**src/sv/rtme_ram.sv**
```systemverilog
// generic single write port ram with registered read
module rtme_ram #(
   parameter int WIDTH = 32,
   parameter int DEPTH = 16
) (
   input  logic                     clock,
   input  logic                     wr_en,
   input  logic [$clog2(DEPTH)-1:0] wr_addr,
   input  logic [WIDTH-1:0]         wr_data,
   input  logic                     rd_en,
   input  logic [$clog2(DEPTH)-1:0] rd_addr,
   output logic [WIDTH-1:0]         rd_data
);

   logic [WIDTH-1:0] mem_ff [DEPTH];
   logic [WIDTH-1:0] rd_data_ff;

   always_ff @(posedge clock) begin
      if (wr_en) begin
         mem_ff[wr_addr] <= wr_data;
      end
      if (rd_en) begin
         rd_data_ff <= mem_ff[rd_addr];
      end
   end

   assign rd_data = rd_data_ff;

endmodule

```
**config.mk**
```make
export PLATFORM = sky130hd
export DESIGN_NAME = rtme_ram
export DESIGN_NICKNAME = d
export VERILOG_FILES = /design/src/sv/rtme_ram.sv
export SDC_FILE = /design/constraint.sdc
export NUM_CORES = 1
export LEC_CHECK = 0
export BUFFER_PORTS_ARGS = -buffer_cell sky130_fd_sc_hd__buf_2
export CORE_MARGIN = 2
export CORE_UTILIZATION = 55
export DETAILED_ROUTE_END_ITERATION = 12
export PLACE_DENSITY = 0.75
export SLEW_MARGIN = 25
export SYNTH_ARGS = -nofsm -noshare
export SYNTH_HDL_FRONTEND = slang
export SYNTH_SLANG_ARGS = --single-unit
```
**constraint.sdc**
```tcl
create_clock -name clock -period 3.7 [get_ports clock]
set_input_delay 0.74 -clock clock [delete_from_list [all_inputs] [get_ports clock]]
set_output_delay 0.74 -clock clock [all_outputs]
set_load 0.01 [all_outputs]
```
# [Word-level counts from Yosys, hierarchy flattened]
# Memories as Yosys holds them, arrays and structs flattened. A register that Yosys moved wholly into a read port is not among the register bits.
# Index checks and enable logic that the tools add are counted.
[word_totals] reg_bits=0 mem_bits_rw=512 output_inout_bits=32 wordCells=3 n_memories=1
[classes] n_mux=2
[memory_table] memory="mem_ff" words=16 width=32 read_ports=1 rd_clocked_by_memory_dff=1 write_ports=1 line_no="15" source="logic [WIDTH-1:0] mem_ff [DEPTH];"
[ops] op="1-bit 2-to-1 mux" n=2

# [Logic depth before layout (Yosys ltp)]
# Gate-level depths: netlist (run 1).
[depth] word_depth=2 mapped_depth=5

# [Least setup slack after synthesis (run 1)]
# Ideal clock, no wire load.
[synth_path] path_kind="input to register" from="input port wr_addr[2]" to="memory mem_ff[0][0] (enable)" setup_ns=0.461 arrival_time_ns=3.458 required_time_ns=3.239 path_slack_ns=-0.220 path_stages=2 n_path_buf=0 path_cell_list="or3b_2 -> nor3_1"
[synth_lines] item="from (decl)" line_no="8" source="input logic [$clog2(DEPTH)-1:0] wr_addr,"
[synth_lines] item="to (decl)" line_no="15"
# No word-level cell before the write port.

==> impl_metrics.py, run 1 <==
metrics = {
    "outcome": {
        "status": "finished clean",
    },
    "routing": {
        "dr.pass1.iters": 7,
        "routed_wl_mm": 42.2,
        "drtAntennaViolNets": 0,
        "drt_iter0_markers": 1198,
        "drc": 0,
        "routedWlPerCell_um": 28.7,
        "route.vias.total": 9274,
        "viasPerCell": 6.30,
    },
    "floorplanning": {
        "io_pins": 75,
        "die-area_um2": 38200,
        "core_um2": 36300,
        "die_y_um": 196,
        "num_rows": 70,
        "die_w_um": 196,
        "start_util_pct": 55.5,
    },
    "synthesis": {
        "synthMuxAreaShare_pct": 14.3,
        "synth_top_flop_cell": "edfxtp_1",
        "synth-edff-count": 544,
        "syn_avg_cell_area_um2": 24.1,
        "yosys_warnings": 0,
        "synth_async_sr_flop_share_pct": 0,
        "syn_area_um2": 20200,
        "synth_cells": 838,
        "yosysSeqAreaShare_pct": 81.0,
        "synthesis.nets": 881,
        "yosys.area_share.adder_pct": 0,
        "synth-seq-cells": 544,
        "synth_simple_gate_area_share_pct": 1.25,
        "synth-compound-area-share_pct": 2.38,
        "yosys.cell_types.count": 17,
        "synth_top_family_by_area": "multiplexers",
        "synth-xor-area-share_pct": 0,
    },
    "global_route": {
        "busiest_layer": "met2",
        "antenna_found_initial": 3,
        "grt_max_degree": 45,
        "grtUsageTotal_pct": 22.7,
        "grt_remaining_overflow": 0,
        "met1_usage_pct": 31.3,
        "grt_pass1_wl_mm": 62.4,
        "met2_usage_pct": 37.6,
        "grt_pass1_vias": 9642,
        "grt_use_met3_pct": 3.78,
    },
    "power": {
        "seqPwrFrac_pct": 55.4,
        "pwr-share-comb_pct": 4.8,
        "switching_power_mw": 2.59,
        "irDropWorstVdd_mv": 0.358,
        "p_per_area_nw_per_um2": 547,
        "power.internal_mw": 10.0,
        "p_clk_share_pct": 39.8,
        "leakagePower_nw": 7.39,
        "swShare_pct": 20.6,
    },
    "sta": {
        "tns_ps": 0,
        "min_period_ps": 2110,
        "setup_viol": 0,
        "final_max_slew_viol_count": 0,
        "rsz0062_at_grt": "no",
        "slew_headroom_pct": 49.9,
        "clock.fmax_ghz": 0.474,
        "hold_violations": 0,
        "fin_worst_skew_ps": 24.1,
        "worstMarginPinSlew_ps": 749,
        "timing.final.crit_share_pct": 57.1,
    },
    "clock_tree": {
        "post-cts-setup-buffer-count": 0,
        "clk_pin_slew_ps": 60,
        "cts_root_buffer": "clkbuf_16",
        "cts_tree": "yes",
        "ctsLongestPathBuffers": 3,
        "worstSkewPairLatency_ps": 580,
        "cts_max_level": 2,
        "clock-sinks": 544,
        "numCtsBuffers": 52,
        "cts.hold.buffers_added": 0,
        "cts_resized": 0,
    },
    "critical_path": {
        "crit_cells": 5,
        "cp-end-kind": "flip-flop",
        "reg2regPathDepth": 3,
        "slowest_delay_ps": 550,
        "start_kind": "primary input",
        "cp-endpoint": "rd_data[13]",
        "crit_chain": "clkbuf_8, buf_4, mux4_2, a22oi_1, nand2_1",
        "critical_path_class": "in2reg",
        "worst_r2r_startpoint": "mem_ff[3][8]",
        "crit_start": "rd_addr[0]",
        "r2r_slack_ps": 2200,
        "slowest_stage": "mux4_2",
        "cp.buffers_inverters": 2,
        "crit_family": "buffers and inverters",
        "arrival_ps": 2420,
        "regToRegEndpoint": "rd_data[8]",
        "cp_max_fo": 30,
        "required_ps": 4010,
    },
    "final_layout": {
        "syn_to_final_growth_pct": 14.2,
        "final_cells": 1471,
        "drive_above_1_share_pct": 33.7,
        "fin_nets": 1001,
        "fillerInstances": 2333,
    },
    "min_path": {
        "hold_path_class": "in2reg",
        "whs_path_depth": 1,
    },
    "flow_run": {
        "maxCapViolations": 0,
    },
    "placed_design": {
        "dp_hpwl_mm": 21.1,
        "gp_congestion": 0.746,
        "dp.cells": 1372,
        "place.port_buffers": 74,
    },
}
## final cells by class
type / count / area, um2 / area share [%]
Antenna cell: 3 / 7.51 / 0.0326
Tap cell: 468 / 586 / 2.54
Clock buffer: 60 / 1350 / 5.87
Multi-Input combinational cell: 251 / 3760 / 16.3
Sequential cell: 544 / 16300 / 70.9
Clock inverter: 36 / 264 / 1.15
Timing Repair Buffer: 109 / 747 / 3.24
## how the worst min path moves through the flow
stage                         from              to  slack (ps)
finish                 wr_data[20]  mem_ff[12][20]         530
global route           wr_data[26]  mem_ff[14][26]         540
CTS                    wr_data[28]  mem_ff[10][28]         510
detailed placement  mem_ff[15][28]     rd_data[28]         730
global placement    mem_ff[14][30]     rd_data[30]         720
floorplan            mem_ff[14][0]      rd_data[0]         710
## cell usage after synthesis (2+ instances only)
library cell	n	area [um2]
nand2_1	33	124
buf_4	11	82.6
nor3_1	4	20.0
nand3b_1	2	15.0
nand2b_1	2	12.5
clkbuf_1	17	63.8
nor2_1	13	48.8
mux4_2	128	2880
nor2b_1	2	12.5
buf_1	9	33.8
edfxtp_1	544	16300
a22oi_1	64	480
buf_6	2	22.5
buf_2	4	20.0
## worst register-to-register path, delay by kind of cell, from the launching register on
| family | cells | cell delay (ps) |
|---|---|---|
| AOI/OAI and AO/OA | 1 | 230 |
| DFF | 1 | 420 |
| and+or+nand+nor | 1 | 80 |
| muxes | 1 | 510 |
## layout by cell type (no fill, tap or decap), drive strengths merged
| cell | instances |
|---|---|
| nor3 | 4 |
| or3b | 1 |
| nor2 | 13 |
| inv | 2 |
| nor2b | 2 |
| diode | 3 |
| and2 | 1 |
| bufinv | 3 |
| a22oi | 64 |
| nand3 | 1 |
| nand3b | 2 |
| buf | 108 |
| nand2 | 33 |
| mux4 | 128 |
| clkbuf | 61 |
| clkinvlp | 4 |
| edfxtp | 544 |
| clkinv | 27 |
| nand2b | 2 |
## sequential cells by signal, summed over array words and instances, names as in the netlist
| signal | flops |
|---|---|
| mem_ff | 512 |
| rd_data | 32 |
## through the flow
stage | utilization (%) | instance area (um2) | hold WS [ps] | worst slack (ps) | total power [mW]
2_1_floorplan | - | 20200 | 710 | 80.7 | 7.45
3_3_place_gp | 58.9 | 21400 | 724 | 1050 | 7.71
3_5_place_dp | 58.9 | 21400 | 734 | 984 | 7.73
4_1_cts | 63.4 | 23000 | 511 | 1580 | 12.7
5_1_grt | 63.4 | 23000 | 538 | 1490 | 13.0
6_report | 63.4 | 23000 | 533 | 1590 | 12.6
## layer usage
| layer | part of all wire (%) | vias up |
|---|---|---|
| met5 | 0 | - |
| met4 | 2.7 | 0 |
| met3 | 6.8 | 74 |
| met2 | 51 | 411 |
| met1 | 40 | 4937 |
| li1 | - | 3852 |
## cells by family after synthesis
kind of cell	after synthesis
DFF	544
and+or+nand+nor	59
AOI/OAI and AO/OA	64
muxes	128
buffers and inverters	43
## power by group through the flow
| stage | logic (mW) | clock network [mW] | registers (mW) |
|---|---|---|---|
| 6_report | 0.607 | 5.02 | 6.99 |
| 5_1_grt | 0.651 | 5.34 | 6.99 |
| 4_1_cts | 0.613 | 5.09 | 6.99 |
| 3_5_place_dp | 0.610 | 0 | 7.12 |
| 3_3_place_gp | 0.597 | 0 | 7.11 |
| 2_1_floorplan | 0.332 | 0 | 7.12 |
No activity file was read; power rests on OpenSTA's default activity.
==> inputs of run 2 (changes only) <==
- clock period: 3.7 -> 1.9 ns (I/O delays scaled with it)
==> run 2 against run 1 <==
Largest cell class unchanged. Flip-flop and latch count did not move. Global-route usage rose by 0.56 points. Total power rose by 100%. Clock power rose by 110%. Die area did not move. Critical path type is now reg2out. Core utilization rose by 2.4 points. Hold slack got worse by 360 ps.
==> impl_metrics.py, run 2 (same netlist as run 1, synthesis figures left out) <==
metrics = {
    "outcome": {
        "status": "finished clean",
    },
    "sta": {
        "final_max_slew_viol_count": 0,
        "clock.fmax_ghz": 0.631,
        "fin_worst_skew_ps": 11.0,
        "timing.final.crit_share_pct": 83.4,
        "rsz0062_at_grt": "no",
        "hold_ws_ps": 177,
        "worstMarginPinSlew_ps": 1010,
        "slew_headroom_pct": 32.4,
        "min_period_ps": 1590,
        "hold_violations": 0,
        "setup_viol": 0,
    },
    "final_layout": {
        "final_util_pct": 65.8,
        "fillerInstances": 2199,
        "fin_nets": 1047,
        "largest-register": "mem_ff",
        "final_cells": 1515,
        "largest_register_ffs": 512,
        "seq_area_um2": 16300,
        "drive_above_1_share_pct": 36.5,
        "multi_input_area_um2": 3780,
        "syn_to_final_growth_pct": 18.6,
        "layout_commonest_cell": "edfxtp_1",
        "postLayoutCellArea_um2": 23900,
        "most-common-layout-cells": "edfxtp_1 (544), mux4_2 (128), buf_2 (72), a22oi_1 (64), clkbuf_16 (53)",
    },
    "clock_tree": {
        "ctsLongestPathBuffers": 3,
        "numCtsBuffers": 52,
        "cts_tree": "yes",
        "post-cts-setup-buffer-count": 0,
        "cts.hold.buffers_added": 0,
        "clock-sinks": 544,
        "clk_pin_slew_ps": 70,
        "worstSkewPairLatency_ps": 570,
        "cts_resized": 0,
        "cts_root_buffer": "clkbuf_16",
        "cts_max_level": 2,
    },
    "critical_path": {
        "crit_family": "flip-flops",
        "crit_chain": "buf_2",
        "slowest_stage": "edfxtp_1",
        "cp.buffers_inverters": 1,
        "cp-end-kind": "output pin",
        "arrival_ps": 1210,
        "cp_max_fo": 1,
        "required_ps": 1520,
        "r2r_slack_ps": 360,
        "slowest_delay_ps": 460,
        "critical_path_class": "reg2out",
        "start_kind": "flip-flop",
    },
    "min_path": {
        "hold_path_class": "in2reg",
    },
    "global_route": {
        "grt_remaining_overflow": 0,
        "grt_pass1_vias": 9822,
        "grt_max_degree": 33,
        "grt_pass1_wl_mm": 63.4,
        "grtUsageTotal_pct": 23.2,
        "antenna_found_initial": 3,
    },
    "floorplanning": {
        "io_pins": 75,
        "num_rows": 70,
        "die_y_um": 196,
        "die_w_um": 196,
        "start_util_pct": 55.5,
        "die-area_um2": 38200,
        "core_um2": 36300,
    },
    "routing": {
        "routedWlPerCell_um": 28.6,
        "drt_iter0_markers": 832,
        "dr.pass1.iters": 5,
        "routed.top_layer": "met5",
        "viasPerCell": 6.27,
        "routed_wl_mm": 43.3,
        "route.vias.total": 9501,
        "wl_met3_mm": 3.79,
        "drc": 0,
        "drtAntennaViolNets": 0,
        "dr_wl_met2_mm": 21.3,
        "wl_met1_mm": 17.3,
    },
    "placed_design": {
        "place.port_buffers": 74,
        "dp_hpwl_mm": 24.0,
        "dp.cells": 1418,
        "place_area_um2": 22200,
        "gp_congestion": 0.758,
    },
    "power": {
        "p_per_area_nw_per_um2": 1050,
        "leakagePower_nw": 7.79,
        "irDropWorstVdd_mv": 0.873,
    },
    "flow_run": {
        "maxCapViolations": 0,
    },
}
## run 2: cell count changes in the layout (fill, tap and decap cells not counted), sizes merged
cell      previous run  this run
buf                108       154
diode                3         2
inv                  2         0
clkinv              27        25
clkinvlp             4         2
clkbuf              61        62
bufinv               3         7
## run 2: power breakdown
part	internal, mW	switching (mW)	leakage (nW)
combinational	0.590	0.736	2.01
sequential	13.5	0.0823	4.94
clock	6.04	4.24	0.836
total	20.1	5.06	7.79
## run 2: path summary, 6_finish.rpt
path,from,to,cells after the start
worst max register to register,mem_ff[11][22],rd_data[22],3
worst min register to register,mem_ff[14][1],rd_data[1],3
worst max-delay path,rd_data[0],rd_data[0],1
worst min-delay path,wr_data[14],mem_ff[3][14],1
## run 2: layout make-up
| cell class | instances | area share [%] |
|---|---|---|
| tap | 468 | 2.45 |
| antenna | 2 | 0.0209 |
| timing repair buffer | 155 | 6.34 |
| clock inverter | 34 | 1.43 |
| sequential | 544 | 68.3 |
| clock buffer | 61 | 5.67 |
| multi-input combinational | 251 | 15.8 |
## run 2: stage by stage
stage	TNS, ps	power [mW]	worst slack (ps)
global placement	-939	15.1	-130
CTS	0	25.4	293
detailed placement	-1850	15.2	-154
global route	0	25.9	260
floorplan	-187840	14.5	-508
finish	0	25.2	315
## run 2: layer usage
| metal | up-vias | GRT usage [%] |
|---|---|---|
| met5 | - | 0 |
| met4 | 2 | 6.93 |
| met3 | 79 | 4.72 |
| met2 | 427 | 37.2 |
| met1 | 5045 | 33.0 |
| li1 | 3948 | - |
