## src/sv/rtme_pkg.sv

```systemverilog
// shared types and constants for the register machine execute block
package rtme_pkg;

   localparam int WORD_W    = 32;
   localparam int ADDR_W    = 16;
   localparam int REG_N     = 16;
   localparam int REG_AW    = $clog2(REG_N);
   localparam int MEM_DEPTH = 256;
   localparam int MEM_AW    = $clog2(MEM_DEPTH);

   localparam logic [REG_AW-1:0] SP_REG    = REG_AW'(14);
   localparam logic [REG_AW-1:0] FLAGS_REG = REG_AW'(15);
   localparam logic [WORD_W-1:0] SP_RESET  = WORD_W'(32'hff) + WORD_W'(1);
   localparam logic [WORD_W-1:0] SP_STEP   = WORD_W'(2);

   typedef enum logic [3:0] {
      FN_MOV   = 4'd0,
      FN_ADD   = 4'd1,
      FN_SUB   = 4'd2,
      FN_CMP   = 4'd3,
      FN_JMP   = 4'd4,
      FN_JE    = 4'd5,
      FN_JNE   = 4'd6,
      FN_PUSH  = 4'd7,
      FN_POP   = 4'd8,
      FN_CALL  = 4'd9,
      FN_RET   = 4'd10,
      FN_OUT   = 4'd11,
      FN_IN    = 4'd12,
      FN_STORE = 4'd13,
      FN_LOAD  = 4'd14,
      FN_EXIT  = 4'd15
   } func_type;

   typedef struct packed {
      func_type            func;
      logic [REG_AW-1:0]   dst;
      logic [REG_AW-1:0]   src_a;
      logic [REG_AW-1:0]   src_b;
      logic                use_imm;
      logic                use_base;
      logic [WORD_W-1:0]   imm;
      logic [ADDR_W-1:0]   target;
      logic [ADDR_W-1:0]   ret_addr;
      logic [WORD_W-1:0]   in_value;
   } item_type;

   // second stage: result fields plus the register updates of one item
   typedef struct packed {
      logic                out_valid;
      logic [WORD_W-1:0]   out_value;
      logic                jump_taken;
      logic [ADDR_W-1:0]   jump_addr;
      logic                halt;
      logic                is_ret;
      logic                ld;
      logic                is_pop;
      logic [REG_AW-1:0]   dst;
      logic                rf_we;
      logic [WORD_W-1:0]   rf_data;
      logic                sp_we;
      logic [WORD_W-1:0]   sp_data;
      logic                fl_we;
      logic [WORD_W-1:0]   fl_data;
   } stage_type;

   typedef struct packed {
      logic                we;
      logic                re;
      logic [MEM_AW-1:0]   addr;
      logic [WORD_W-1:0]   wdata;
   } mem_req_type;

endpackage

```

## src/sv/rtme_exec.sv

```systemverilog
// instruction decode and execute for the first pipeline stage
module rtme_exec (
   input  rtme_pkg::item_type          item,
   input  logic [rtme_pkg::WORD_W-1:0] ra,
   input  logic [rtme_pkg::WORD_W-1:0] rb,
   input  logic [rtme_pkg::WORD_W-1:0] sp,
   input  logic [rtme_pkg::WORD_W-1:0] flags,
   output rtme_pkg::stage_type         stage,
   output rtme_pkg::mem_req_type       mem_req
);
   import rtme_pkg::*;

   logic [WORD_W-1:0] opnd;
   logic [WORD_W-1:0] addr;
   logic [WORD_W-1:0] spm2;
   logic [WORD_W-1:0] spp2;
   logic [WORD_W-1:0] wval;
   logic              wen;

   assign opnd = item.use_imm ? item.imm : rb;
   assign addr = (item.use_base ? ra : '0) + (item.use_imm ? item.imm : '0);
   assign spm2 = sp - SP_STEP;
   assign spp2 = sp + SP_STEP;

   always_comb begin
      stage   = '0;
      mem_req = '0;
      wen     = 1'b0;
      wval    = '0;
      stage.dst = item.dst;
      unique case (item.func)
         FN_MOV: begin
            wen  = 1'b1;
            wval = item.use_imm ? item.imm : ra;
         end
         FN_ADD: begin
            wen  = 1'b1;
            wval = ra + opnd;
         end
         FN_SUB: begin
            wen  = 1'b1;
            wval = ra - opnd;
         end
         FN_CMP: begin
            stage.fl_we   = 1'b1;
            stage.fl_data = WORD_W'(ra == opnd);
         end
         FN_JMP: begin
            stage.jump_taken = 1'b1;
            stage.jump_addr  = item.target;
         end
         FN_JE: begin
            stage.jump_taken = (flags != '0);
            stage.jump_addr  = (flags != '0) ? item.target : '0;
         end
         FN_JNE: begin
            stage.jump_taken = (flags == '0);
            stage.jump_addr  = (flags == '0) ? item.target : '0;
         end
         FN_PUSH: begin
            stage.sp_we   = 1'b1;
            stage.sp_data = spm2;
            mem_req.we    = 1'b1;
            mem_req.addr  = spm2[MEM_AW-1:0];
            // pushing the stack pointer stores its decremented value
            mem_req.wdata = item.use_imm ? item.imm :
                            ((item.src_a == SP_REG) ? spm2 : ra);
         end
         FN_POP: begin
            stage.sp_we   = 1'b1;
            stage.sp_data = spp2;
            stage.ld      = 1'b1;
            stage.is_pop  = 1'b1;
            mem_req.re    = 1'b1;
            mem_req.addr  = sp[MEM_AW-1:0];
         end
         FN_CALL: begin
            stage.sp_we      = 1'b1;
            stage.sp_data    = spm2;
            stage.jump_taken = 1'b1;
            stage.jump_addr  = item.target;
            mem_req.we       = 1'b1;
            mem_req.addr     = spm2[MEM_AW-1:0];
            mem_req.wdata    = WORD_W'(item.ret_addr);
         end
         FN_RET: begin
            stage.sp_we      = 1'b1;
            stage.sp_data    = spp2;
            stage.jump_taken = 1'b1;
            stage.is_ret     = 1'b1;
            mem_req.re       = 1'b1;
            mem_req.addr     = sp[MEM_AW-1:0];
         end
         FN_OUT: begin
            stage.out_valid = 1'b1;
            stage.out_value = item.use_imm ? item.imm : ra;
         end
         FN_IN: begin
            wen  = 1'b1;
            wval = item.in_value;
         end
         FN_STORE: begin
            mem_req.we    = 1'b1;
            mem_req.addr  = addr[MEM_AW-1:0];
            mem_req.wdata = rb;
         end
         FN_LOAD: begin
            stage.ld     = 1'b1;
            mem_req.re   = 1'b1;
            mem_req.addr = addr[MEM_AW-1:0];
         end
         FN_EXIT: begin
            stage.halt = 1'b1;
         end
      endcase

      // stack pointer and flags live in flops, the rest in the ram
      if (wen) begin
         if (item.dst == SP_REG) begin
            stage.sp_we   = 1'b1;
            stage.sp_data = wval;
         end else if (item.dst == FLAGS_REG) begin
            stage.fl_we   = 1'b1;
            stage.fl_data = wval;
         end else begin
            stage.rf_we   = 1'b1;
            stage.rf_data = wval;
         end
      end
   end

endmodule
```

## config.mk

```make
export PLATFORM = sky130hd
export DESIGN_NAME = rtme_exec
export DESIGN_NICKNAME = d
export VERILOG_FILES = /design/src/sv/rtme_pkg.sv /design/src/sv/rtme_exec.sv
export SDC_FILE = /design/constraint.sdc
export NUM_CORES = 1
export LEC_CHECK = 0
export ABC_CLOCK_PERIOD_IN_PS = 5600
export BUFFER_PORTS_ARGS = -buffer_cell sky130_fd_sc_hd__buf_2
export CORE_MARGIN = 4
export CORE_UTILIZATION = 26
export DETAILED_ROUTE_END_ITERATION = 10
export MAX_ROUTING_LAYER = met4
export PLACE_DENSITY = 0.46
export SKIP_LAST_GASP = 1
export SYNTH_ARGS = -nofsm -noshare
export SYNTH_HDL_FRONTEND = slang
export SYNTH_SLANG_ARGS = --single-unit
```

## constraint.sdc

```tcl
create_clock -name vclk -period 5.6
set_clock_uncertainty 0.15 [all_clocks]
set_input_delay 0.28 -clock vclk [all_inputs]
set_output_delay 0.28 -clock vclk [all_outputs]
set_load 0.005 [all_outputs]
```

Yosys cells after proc, flatten, opt, wreduce, memory -nomap -nowiden --
Cells that the tools add are included.
Storage, ports and cells: flip-flop bits (word level) 0, output and inout port bits 199, word-level logic and storage cells 65
Cells by class: $add $sub $neg 5, equality and inequality tests 19, multiplexer cells 29, reductions and logical operators 12
Operators with widths (count):
- 2-to-1 mux 33 bit | 7
- 2-to-1 mux 32 bit | 4
- case mux 32 bit (4 select lines) | 1
- 2-to-1 mux 99 bit | 1
- case mux 32 bit (3 select lines) | 1
- case mux 33 bit (2 select lines) | 1
- case mux 16 bit (3 select lines) | 1
- equality test 4 bit (second input constant) | 11
- adder 32 x 2 -> 32 bit (second input constant) | 1
- adder 32 bit | 1
- equality test 32 bit | 1
- zero test 32 bit | 1
- 2-to-1 mux 16 bit | 2
- nonzero test 32 bit | 1
- subtractor 32 x 2 -> 32 bit (second input constant) | 1
- subtractor 32 bit | 1
- case mux 8 bit (3 select lines) | 1
- equality test 4 x 3 -> 1 bit (second input constant) | 4
- 2-to-1 mux 8 bit | 2
- OR reduction 2 bit | 5
- OR reduction 3 bit | 3
- adder 8 bit | 1
- equality test 4 x 2 -> 1 bit (second input constant) | 2
- 2-to-1 mux 1 bit | 7
- 4 further kinds | 4

Longest topological paths before layout --
Gate-level depths: netlist of the first run.
word-level depth 6, mapped depth 17, depth with buffers taken out 15

Worst setup path before layout of the first run --
Ideal clock, no wire load.
path kind input port to output port, start in item[97] (netlist name), end out stage[54] (netlist name), data arrival time 3.901 ns, slack 1.269 ns, cell stages on the path 16, path buffers 4, path through clkbuf_1 -> clkbuf_1 -> clkbuf_1 -> nand2_1 -> a21boi_0 -> ha_1 -> buf_6 -> or4_4 -> a311oi_1 -> nand2b_2 -> o21ai_2 -> a211oi_2 -> nor2_1 -> a221o_1 -> a221o_1 -> o21a_1
RTL lines:
- start: declaration | RTL line rtme_exec.sv:3 | input rtme_pkg::item_type item,
- end: declaration | RTL line rtme_exec.sv:8 | output rtme_pkg::stage_type stage,

==> flow_metrics.py, run 1 <==
metrics = {
    "status": {
        "outcome": "finished clean",
    },
    "sta": {
        "setup_viol": 0,
        "fin_setup_tns_ns": 0,
        "rsz0062_at_grt": "false",
        "final.period_utilization_pct": 91.6,
        "worst_slew_pin_slew_ns": 1.15,
        "hold_viol": 0,
        "fin_ws_ns": 0.468,
        "period_needed_ns": 5.13,
        "slew_headroom_pct": 23.0,
        "clock.fmax_mhz": 195,
        "finalMaxSlewViolations": 0,
    },
    "power_and_ir_drop": {
        "pwr-share-clk_pct": 0,
        "switchingPower_uw": 758,
        "p_per_area_mw_per_mm2": 100,
        "p_seq_share_pct": 0,
        "ir_drop_mv": 0.0350,
        "comb_power_share_pct": 100.0,
        "intPower_uw": 432,
        "swShare_pct": 63.7,
        "leakage_nw": 5.78,
    },
    "global_routing": {
        "grt_max_degree": 54,
        "track_usage_pct": 30.9,
        "grt_first_pass_wirelength_um": 88500,
        "antenna_found_initial": 4,
        "grt_pass1_vias": 13012,
        "grt-ovfl-total": 0,
    },
    "setup_path": {
        "worst_path_largest_cell_delay_ns": 0.57,
        "critical-path-slowest-cell": "nor4_1",
        "setup.worst_path.class": "in -> out",
        "crit_required_ns": 5.17,
        "crit_path_max_fanout": 14,
        "critical_path.endpoint_type": "primary output",
        "worstSetupStartpointType": "primary input",
        "crit_chain": "buf_2 -> inv_1 -> buf_4 -> a21o_1 -> ha_1 -> inv_1 -> fa_1 -> o21bai_1 -> o211ai_1 -> a21oi_1 -> o21ai_1 -> nor4bb_1 -> nor4_1 -> mux2_2 -> a21oi_1 -> a31oi_1 -> buf_2",
        "worstPathArrival_ns": 4.70,
    },
    "detailed_routing": {
        "drc_errors": 0,
        "wire_per_inst_um": 26.6,
        "drt-vias-per-instance": 5.89,
        "ant_nets": 0,
        "wl_um": 62000,
        "initialDrtViolationCount": 1455,
        "via_count": 13731,
        "dr.pass1.iters": 8,
    },
    "yosys": {
        "netlist_instances": 1505,
        "netlist_area_mm2": 0.00913,
        "synth_warnings": 0,
        "synth_nets": 1831,
        "syn_avg_cell_area_um2": 6.06,
        "ys_seq_area_share_pct": 0,
        "yosysUniqueCellTypes": 73,
    },
    "hold_path": {
        "min_path_type": "in -> out",
    },
    "place": {
        "pre_cts_ws_ns": 0.640,
        "portBuffers": 437,
        "dp_hpwl_um": 51800,
        "gp_congestion": 0.995,
    },
    "floorplan": {
        "die_h_um": 195,
        "start_util_pct": 26.4,
        "fp.coreArea_mm2": 0.0346,
        "die_x_um": 195,
        "fp-row-count": 68,
        "io_pins": 441,
        "die_area_mm2": 0.0382,
    },
    "clock_network": {
        "hold_buffers": 0,
        "cts_setup_buffers": 0,
        "ctsResizeCount": 0,
    },
    "final_layout": {
        "fin_nets": 2203,
        "drive_above_1_share_pct": 27.8,
        "nClkBuffers": 0,
        "seq_area_um2": 0,
        "syn2layout_area_growth_pct": 29.8,
        "nFlopsAndLatches": 0,
    },
    "job": {
        "maxCapViolCount": 0,
    },
}
kinds of logic (layout without fill, tap and decap cells):
| group | count (synthesis) | in the layout | share of synthesized area (%) |
|---|---|---|---|
| and+or+nand+nor | 583 | 583 | 30.6 |
| AOI/OAI and AO/OA | 539 | 539 | 39.6 |
| buffers and inverters | 207 | 577 | 8.81 |
| adders and majority gates | 84 | 84 | 11.8 |
| xor gates and xnor gates | 64 | 64 | 6.14 |
| muxes | 28 | 28 | 3.08 |
| other | 0 | 1 | 0 |
path summary, 6_finish.rpt:
| kind | from | endpoint | slack, ns | cells past startpoint |
|---|---|---|---|---|
| worst max-delay path | item[97] | stage[61] | 0.47 | 17 |
| worst min-delay path | item[108] | stage[101] | 0.59 | 2 |
placed cells by master, fill, tap and decap left out, types with 15 or more instances in the layout:
master    instances
buf_2           437
nor2_1          194
a21oi_1         143
nand2_1         133
o21ai_0         102
inv_1            87
ha_1             81
buf_4            51
nor2b_1          50
xnor2_1          42
nor3_1           38
nand3_1          36
o221ai_1         29
mux2i_1          27
a21o_1           26
a211oi_1         26
a221o_1          25
a21boi_0         24
and2_1           24
xor2_1           22
nand2b_1         21
nor4_1           20
o211ai_1         17
o22ai_1          17
a22o_1           15
power groups by stage:
stage | combinational (mW) | clock (mW) | sequential, mW
floorplan | 0.656 | 0 | 0
global placement | 1.16 | 0 | 0
detailed placement | 1.16 | 0 | 0
CTS | 1.17 | 0 | 0
global route | 1.28 | 0.0000000239 | 0
finish | 1.19 | 0.0000000239 | 0
stage by stage:
stage | total power [mW] | cells | hold WS [ns] | area (um^2) | utilization [%]
6_report | 1.19 | 2331 | 0.595 | 11800 | 34.2
3_3_place_gp | 1.16 | 2330 | 0.595 | 11800 | 34.2
5_1_grt | 1.28 | 2331 | 0.609 | 11800 | 34.2
3_5_place_dp | 1.16 | 2330 | 0.595 | 11800 | 34.2
2_1_floorplan | 0.656 | 1505 | 0.491 | 9130 | -
4_1_cts | 1.17 | 2330 | 0.595 | 11800 | 34.2
cells in the mapped netlist (all sizes together) (13+ instances only):
cell type / number / area (um^2)
a211oi: 27 / 208
a21boi: 25 / 188
a21o: 26 / 195
a21oi: 143 / 716
a221o: 25 / 250
a22o: 15 / 131
a31oi: 13 / 81.3
and2: 24 / 150
clkbuf: 107 / 403
ha: 81 / 1010
inv: 87 / 327
mux2i: 27 / 270
nand2: 133 / 499
nand2b: 23 / 146
nand3: 36 / 180
nand4: 13 / 81.3
nor2: 198 / 743
nor2b: 50 / 313
nor3: 41 / 205
nor4: 22 / 153
o211ai: 17 / 128
o21ai: 106 / 534
o221ai: 29 / 254
o22ai: 17 / 106
o31ai: 13 / 97.6
or3: 13 / 81.3
xnor2: 42 / 368
xor2: 22 / 193
routing by layer:
layer	share of wire [%]	vias to the layer above	wire [um]	GRT usage, %
li1	-	6233	-	-
met1	44	6714	27000	41.7
met2	48	717	29700	52.1
met3	6.3	67	3900	2.07
met4	2.1	0	1320	4.53
met5	0	-	0	-
critical path, delay by kind of cell:
kind	cells	cell delay (ns)
fa+ha+maj	2	0.59
compound gates	7	1.61
mux	1	0.40
buf+inv	5	1.00
simple gates	2	0.80
area by class of cell:
type | instances | area, um^2
diodes | 1 | 2.50
fillers | 4016 | 22800
inverters | 88 | 330
multi-input cells | 1298 | 8360
well taps | 455 | 569
repair buffers | 489 | 2590
Note: power is estimated with default switching activity, not from simulation.
==> inputs of run 2 (changes only) <==
--- a/config.mk
+++ b/config.mk
@@ -7,6 +7,7 @@
 export LEC_CHECK = 0
 export ABC_CLOCK_PERIOD_IN_PS = 5600
 export BUFFER_PORTS_ARGS = -buffer_cell sky130_fd_sc_hd__buf_2
+export CORE_ASPECT_RATIO = 1.4
 export CORE_MARGIN = 4
 export CORE_UTILIZATION = 26
 export DETAILED_ROUTE_END_ITERATION = 10
==> run 2 against run 1 <==
Effect of this change: die area rose by 0.11%; highest routed layer unchanged; worst setup slack worse by 0.013 ns; fmax down 0.26%; sequential share of layout area unchanged; utilization up 0.087 points; global-route usage decreased by 1.5 points; flip-flop and latch count unchanged; hold slack gained 0.0062 ns; routed wire length is 5.1% lower.
==> flow_metrics.py, run 2 (same netlist as run 1, synthesis figures left out) <==
metrics = {
    "setup_path": {
        "endpoint": "stage[28]",
        "critical_path.endpoint_type": "primary output",
        "crit_required_ns": 5.17,
        "worstSetupStartpointType": "primary input",
        "setup.worst_path.class": "in -> out",
        "crit_path_max_fanout": 30,
        "startpoint": "item[97]",
        "worstPathArrival_ns": 4.72,
    },
    "hold_path": {
        "min_path_type": "in -> out",
        "hold_start": "item[107]",
    },
    "final_layout": {
        "fillers": 3918,
        "final_common_cell": "buf_2",
        "nFlopsAndLatches": 0,
        "syn2layout_area_growth_pct": 29.0,
        "fin_nets": 2194,
        "drive_above_1_share_pct": 27.4,
        "layout_common_cells": "buf_2 (436), nor2_1 (194), a21oi_1 (143)",
        "fin_util_pct": 34.3,
        "seq_area_um2": 0,
        "nClkBuffers": 0,
    },
    "floorplan": {
        "fp-row-count": 80,
        "die_h_um": 230,
        "start_util_pct": 26.6,
        "die_area_mm2": 0.0382,
        "io_pins": 441,
        "die_x_um": 166,
        "fp.coreArea_mm2": 0.0343,
    },
    "global_routing": {
        "grt_first_pass_wirelength_um": 85000,
        "grt_pass1_vias": 13067,
        "grt_max_degree": 37,
        "antenna_found_initial": 7,
        "track_usage_pct": 29.4,
        "grt-ovfl-total": 0,
    },
    "sta": {
        "clock.fmax_mhz": 194,
        "fin_setup_tns_ns": 0,
        "finalMaxSlewViolations": 0,
        "hold_viol": 0,
        "slew_headroom_pct": 18.7,
        "worst_slew_pin_slew_ns": 1.22,
        "period_needed_ns": 5.15,
        "fin_ws_ns": 0.455,
        "rsz0062_at_grt": "false",
        "setup_viol": 0,
        "final.period_utilization_pct": 91.9,
        "timing.hold.ws_ns": 0.601,
    },
    "job": {
        "maxCapViolCount": 0,
    },
    "place": {
        "pre_cts_ws_ns": 0.544,
        "dp_hpwl_um": 48900,
        "portBuffers": 437,
        "gp_congestion": 1.01,
    },
    "power_and_ir_drop": {
        "power.total_mw": 1.15,
        "p_per_area_mw_per_mm2": 97.4,
        "ir_drop_mv": 0.0389,
        "leakage_nw": 5.73,
    },
    "clock_network": {
        "ctsResizeCount": 0,
        "hold_buffers": 0,
        "cts_setup_buffers": 0,
    },
    "detailed_routing": {
        "initialDrtViolationCount": 1047,
        "dr.pass1.iters": 6,
        "wl_um": 58800,
        "wire_per_inst_um": 25.3,
        "drc_errors": 0,
        "via_count": 13310,
        "drt-vias-per-instance": 5.73,
        "ant_nets": 0,
    },
    "status": {
        "outcome": "finished clean",
    },
}
-- run 2: cell count changes in the layout (fill, tap and decap cells not counted) --
cell	delta
buf_12	-1
buf_2	-1
buf_4	-7
diode_2	+4
nand2b_1	+1
nand2b_2	-1
o21ai_1	-1
o21ai_2	+1
-- run 2: cell type report --
cell class,count,area (um^2),area share (%)
inverters,88,330,2.80
multi-input cells,1298,8360,71.0
repair buffers,480,2510,21.3
diodes,5,12.5,0.106
well taps,451,564,4.79
-- run 2: power breakdown --
group / total [mW] / switching (mW) / internal, mW
Combinational: 1.15 / 0.726 / 0.421
Clock: 0.0000000417 / 0 / 0.0000000417
Sequential: 0 / 0 / 0
Total: 1.15 / 0.726 / 0.421
-- run 2: per-stage QoR --
step	std cells	area, um^2
2_1_floorplan	1505	9130
3_3_place_gp	2317	11800
3_5_place_dp	2317	11800
4_1_cts	2317	11800
5_1_grt	2321	11800
6_report	2322	11800
-- run 2: layer usage --
layer  share of wire [%]  vias up  routed length [um]  global-route usage [%]
li1                    -     6212                   -                       -
met5                   0        -                   0                       -
met3                 6.6      101                3890                    4.16
met1                  41     6357               23900                    36.0
met4                 3.3        0                1920                    7.04
met2                  49      640               29100                    51.3
-- run 2: worst max-delay path, cell delays in order --
cell and delay, ns:
buf_4 0.37, inv_1 0.11, buf_4 0.25, a21boi_0 0.35, ha_1 0.40, or4_4 0.56, a21oi_1 0.27, o21ai_1 0.17
nor4bb_1 0.19, buf_4 0.16, nor4_1 0.50, mux2_2 0.40, a21oi_1 0.35, a21oi_1 0.15, buf_2 0.15
-- run 2: worst min path at each step --
stage / endpoint / slack (ns) / depth (start not counted)
floorplan: stage[100] / 0.49 / 1
global placement: stage[102] / 0.61 / 2
detailed placement: stage[100] / 0.60 / 2
CTS: stage[100] / 0.60 / 2
global route: stage[100] / 0.61 / 2
finish: stage[100] / 0.60 / 2
==> inputs of run 3 (changes only) <==
--- a/config.mk
+++ b/config.mk
@@ -6,13 +6,13 @@
 export NUM_CORES = 1
 export LEC_CHECK = 0
 export ABC_CLOCK_PERIOD_IN_PS = 5600
-export BUFFER_PORTS_ARGS = -buffer_cell sky130_fd_sc_hd__buf_2
 export CORE_ASPECT_RATIO = 1.4
 export CORE_MARGIN = 4
 export CORE_UTILIZATION = 26
 export DETAILED_ROUTE_END_ITERATION = 10
+export DONT_BUFFER_PORTS = 1
 export MAX_ROUTING_LAYER = met4
-export PLACE_DENSITY = 0.46
+export PLACE_DENSITY = 0.35
 export SKIP_LAST_GASP = 1
 export SYNTH_ARGS = -nofsm -noshare
 export SYNTH_HDL_FRONTEND = slang
==> run 3 against run 2 <==
Effect of this change: global-route usage is 0.24 points higher; combinational power is 17% lower; first-iteration DRC count is 2.6% lower; non-clock buffer count is 446 lower; via count is 11% lower; die area stayed put; highest routed layer unchanged; critical path type unchanged; fmax is 11% higher; final cell count is 19% lower; hold slack worse by 0.19 ns; utilization is 6.6 points lower; largest cell class unchanged; critical path depth is 2 lower.
==> flow_metrics.py, run 3 (same netlist as run 1, synthesis figures left out) <==
metrics = {
    "power_and_ir_drop": {
        "ir_drop_mv": 0.0351,
        "p_per_area_mw_per_mm2": 99.7,
        "switchingPower_uw": 625,
        "p_seq_share_pct": 0,
        "leakage_nw": 3.69,
        "comb_power_share_pct": 100.0,
        "swShare_pct": 65.8,
        "intPower_uw": 325,
        "pwr-share-clk_pct": 0,
    },
    "hold_path": {
        "hold_start": "item[109]",
        "min_path_type": "in -> out",
    },
    "detailed_routing": {
        "dr.pass1.iters": 6,
        "ant_nets": 0,
        "wire_per_inst_um": 31.7,
        "drc_errors": 0,
        "wl_um": 59500,
        "initialDrtViolationCount": 1020,
        "via_count": 11824,
        "drt-vias-per-instance": 6.31,
    },
    "final_layout": {
        "fin_nets": 1748,
        "postLayoutCellArea_mm2": 0.00952,
        "fillers": 3949,
        "drive_above_1_share_pct": 4.72,
        "stdcell_count": 1875,
        "seq_area_um2": 0,
        "fin_util_pct": 27.7,
        "nFlopsAndLatches": 0,
        "multi_input_area_mm2": 0.00836,
        "syn2layout_area_growth_pct": 4.33,
        "layout_common_cells": "nor2_1 (194), a21oi_1 (143), nand2_1 (133)",
        "final_common_cell": "nor2_1",
        "nClkBuffers": 0,
    },
    "global_routing": {
        "grt_pass1_vias": 11608,
        "grt_max_degree": 89,
        "antenna_found_initial": 4,
        "grt-ovfl-total": 0,
        "grt_first_pass_wirelength_um": 84300,
        "track_usage_pct": 29.7,
    },
    "setup_path": {
        "critical_path.endpoint_type": "primary output",
        "setup.worst_path.class": "in -> out",
        "startpoint": "item[97]",
        "worstSetupStartpointType": "primary input",
        "crit_path_max_fanout": 88,
        "worstPathArrival_ns": 4.19,
        "crit_required_ns": 5.17,
    },
    "job": {
        "maxCapViolCount": 0,
    },
    "sta": {
        "hold_viol": 0,
        "slew_headroom_pct": 21.1,
        "final.period_utilization_pct": 82.6,
        "clock.fmax_mhz": 216,
        "worst_slew_pin_slew_ns": 1.18,
        "rsz0062_at_grt": "false",
        "finalMaxSlewViolations": 0,
        "setup_viol": 0,
        "fin_setup_tns_ns": 0,
        "period_needed_ns": 4.62,
    },
    "floorplan": {
        "start_util_pct": 26.6,
        "die_h_um": 230,
        "fp.coreArea_mm2": 0.0343,
        "die_x_um": 166,
        "die_area_mm2": 0.0382,
        "fp-row-count": 80,
        "io_pins": 441,
    },
    "place": {
        "dp_hpwl_um": 48800,
        "placed_cell_area_mm2": 0.00951,
        "portBuffers": 0,
        "gp_congestion": 0.944,
        "dp_cells": 1871,
    },
    "clock_network": {
        "hold_buffers": 0,
        "cts_setup_buffers": 0,
        "ctsResizeCount": 0,
    },
    "status": {
        "outcome": "finished clean",
    },
}
[run 3: changes by cell type in the layout (fill, tap and decap cells not counted)]
cell,change
buf_4,-10
and4b_1,-1
diode_2,-1
buf_2,-436
and4b_2,+1
o21ai_1,+1
nand2b_2,+1
nor2_4,+1
nand2b_1,-1
o21ai_2,-1
nor2_2,-1
[run 3: stage by stage]
| step | hold slack [ns] | setup slack [ns] | total power [mW] |
|---|---|---|---|
| after floorplan | 0.491 | 1.27 | 0.656 |
| after global placement | 0.410 | 1.13 | 0.937 |
| after detailed placement | 0.410 | 1.09 | 0.935 |
| after CTS | 0.410 | 1.08 | 0.940 |
| after global routing | 0.410 | 0.769 | 1.03 |
| final | 0.410 | 0.975 | 0.949 |
[run 3: area by class of cell]
type | count | area share (%)
Timing Repair Buffer | 34 | 2.68
Inverter | 88 | 3.47
Antenna cell | 4 | 0.105
Tap cell | 451 | 5.93
Multi-Input combinational cell | 1298 | 87.8
[run 3: metal layers]
metal | wire [um] | part of all wire [%] | GRT usage (%) | vias to the layer above
met2 | 30200 | 51 | 53.5 | 560
met5 | 0 | 0 | - | -
met4 | 1520 | 2.6 | 5.81 | 0
met3 | 4230 | 7.1 | 4.78 | 72
met1 | 23500 | 40 | 35.1 | 5859
li1 | - | - | - | 5333
[run 3: final timing paths]
kind | slack (ns) | endpoint | cells past startpoint
worst max-delay path | 0.98 | stage[57] | 13
worst min-delay path | 0.41 | stage[102] | 0
[run 3: power by group through the flow]
stage / Combinational (mW) / Clock (mW) / Sequential [mW]
floorplan: 0.656 / 0 / 0
global placement: 0.937 / 0 / 0
detailed placement: 0.935 / 0 / 0
CTS: 0.940 / 0 / 0
global route: 1.03 / 0.0000000957 / 0
finish: 0.949 / 0.0000000959 / 0
[run 3: worst max-delay path, stage by stage]
cell and delay, ns:
inv_1 0.06, buf_4 0.22, a21boi_0 0.58, ha_1 0.51
and2_1 0.26, and3_1 0.20, a221oi_1 0.32, o21ai_0 0.15
a31oi_1 0.26, o21ai_0 0.26, mux2i_1 0.18, a21oi_1 0.59
o22ai_1 0.26
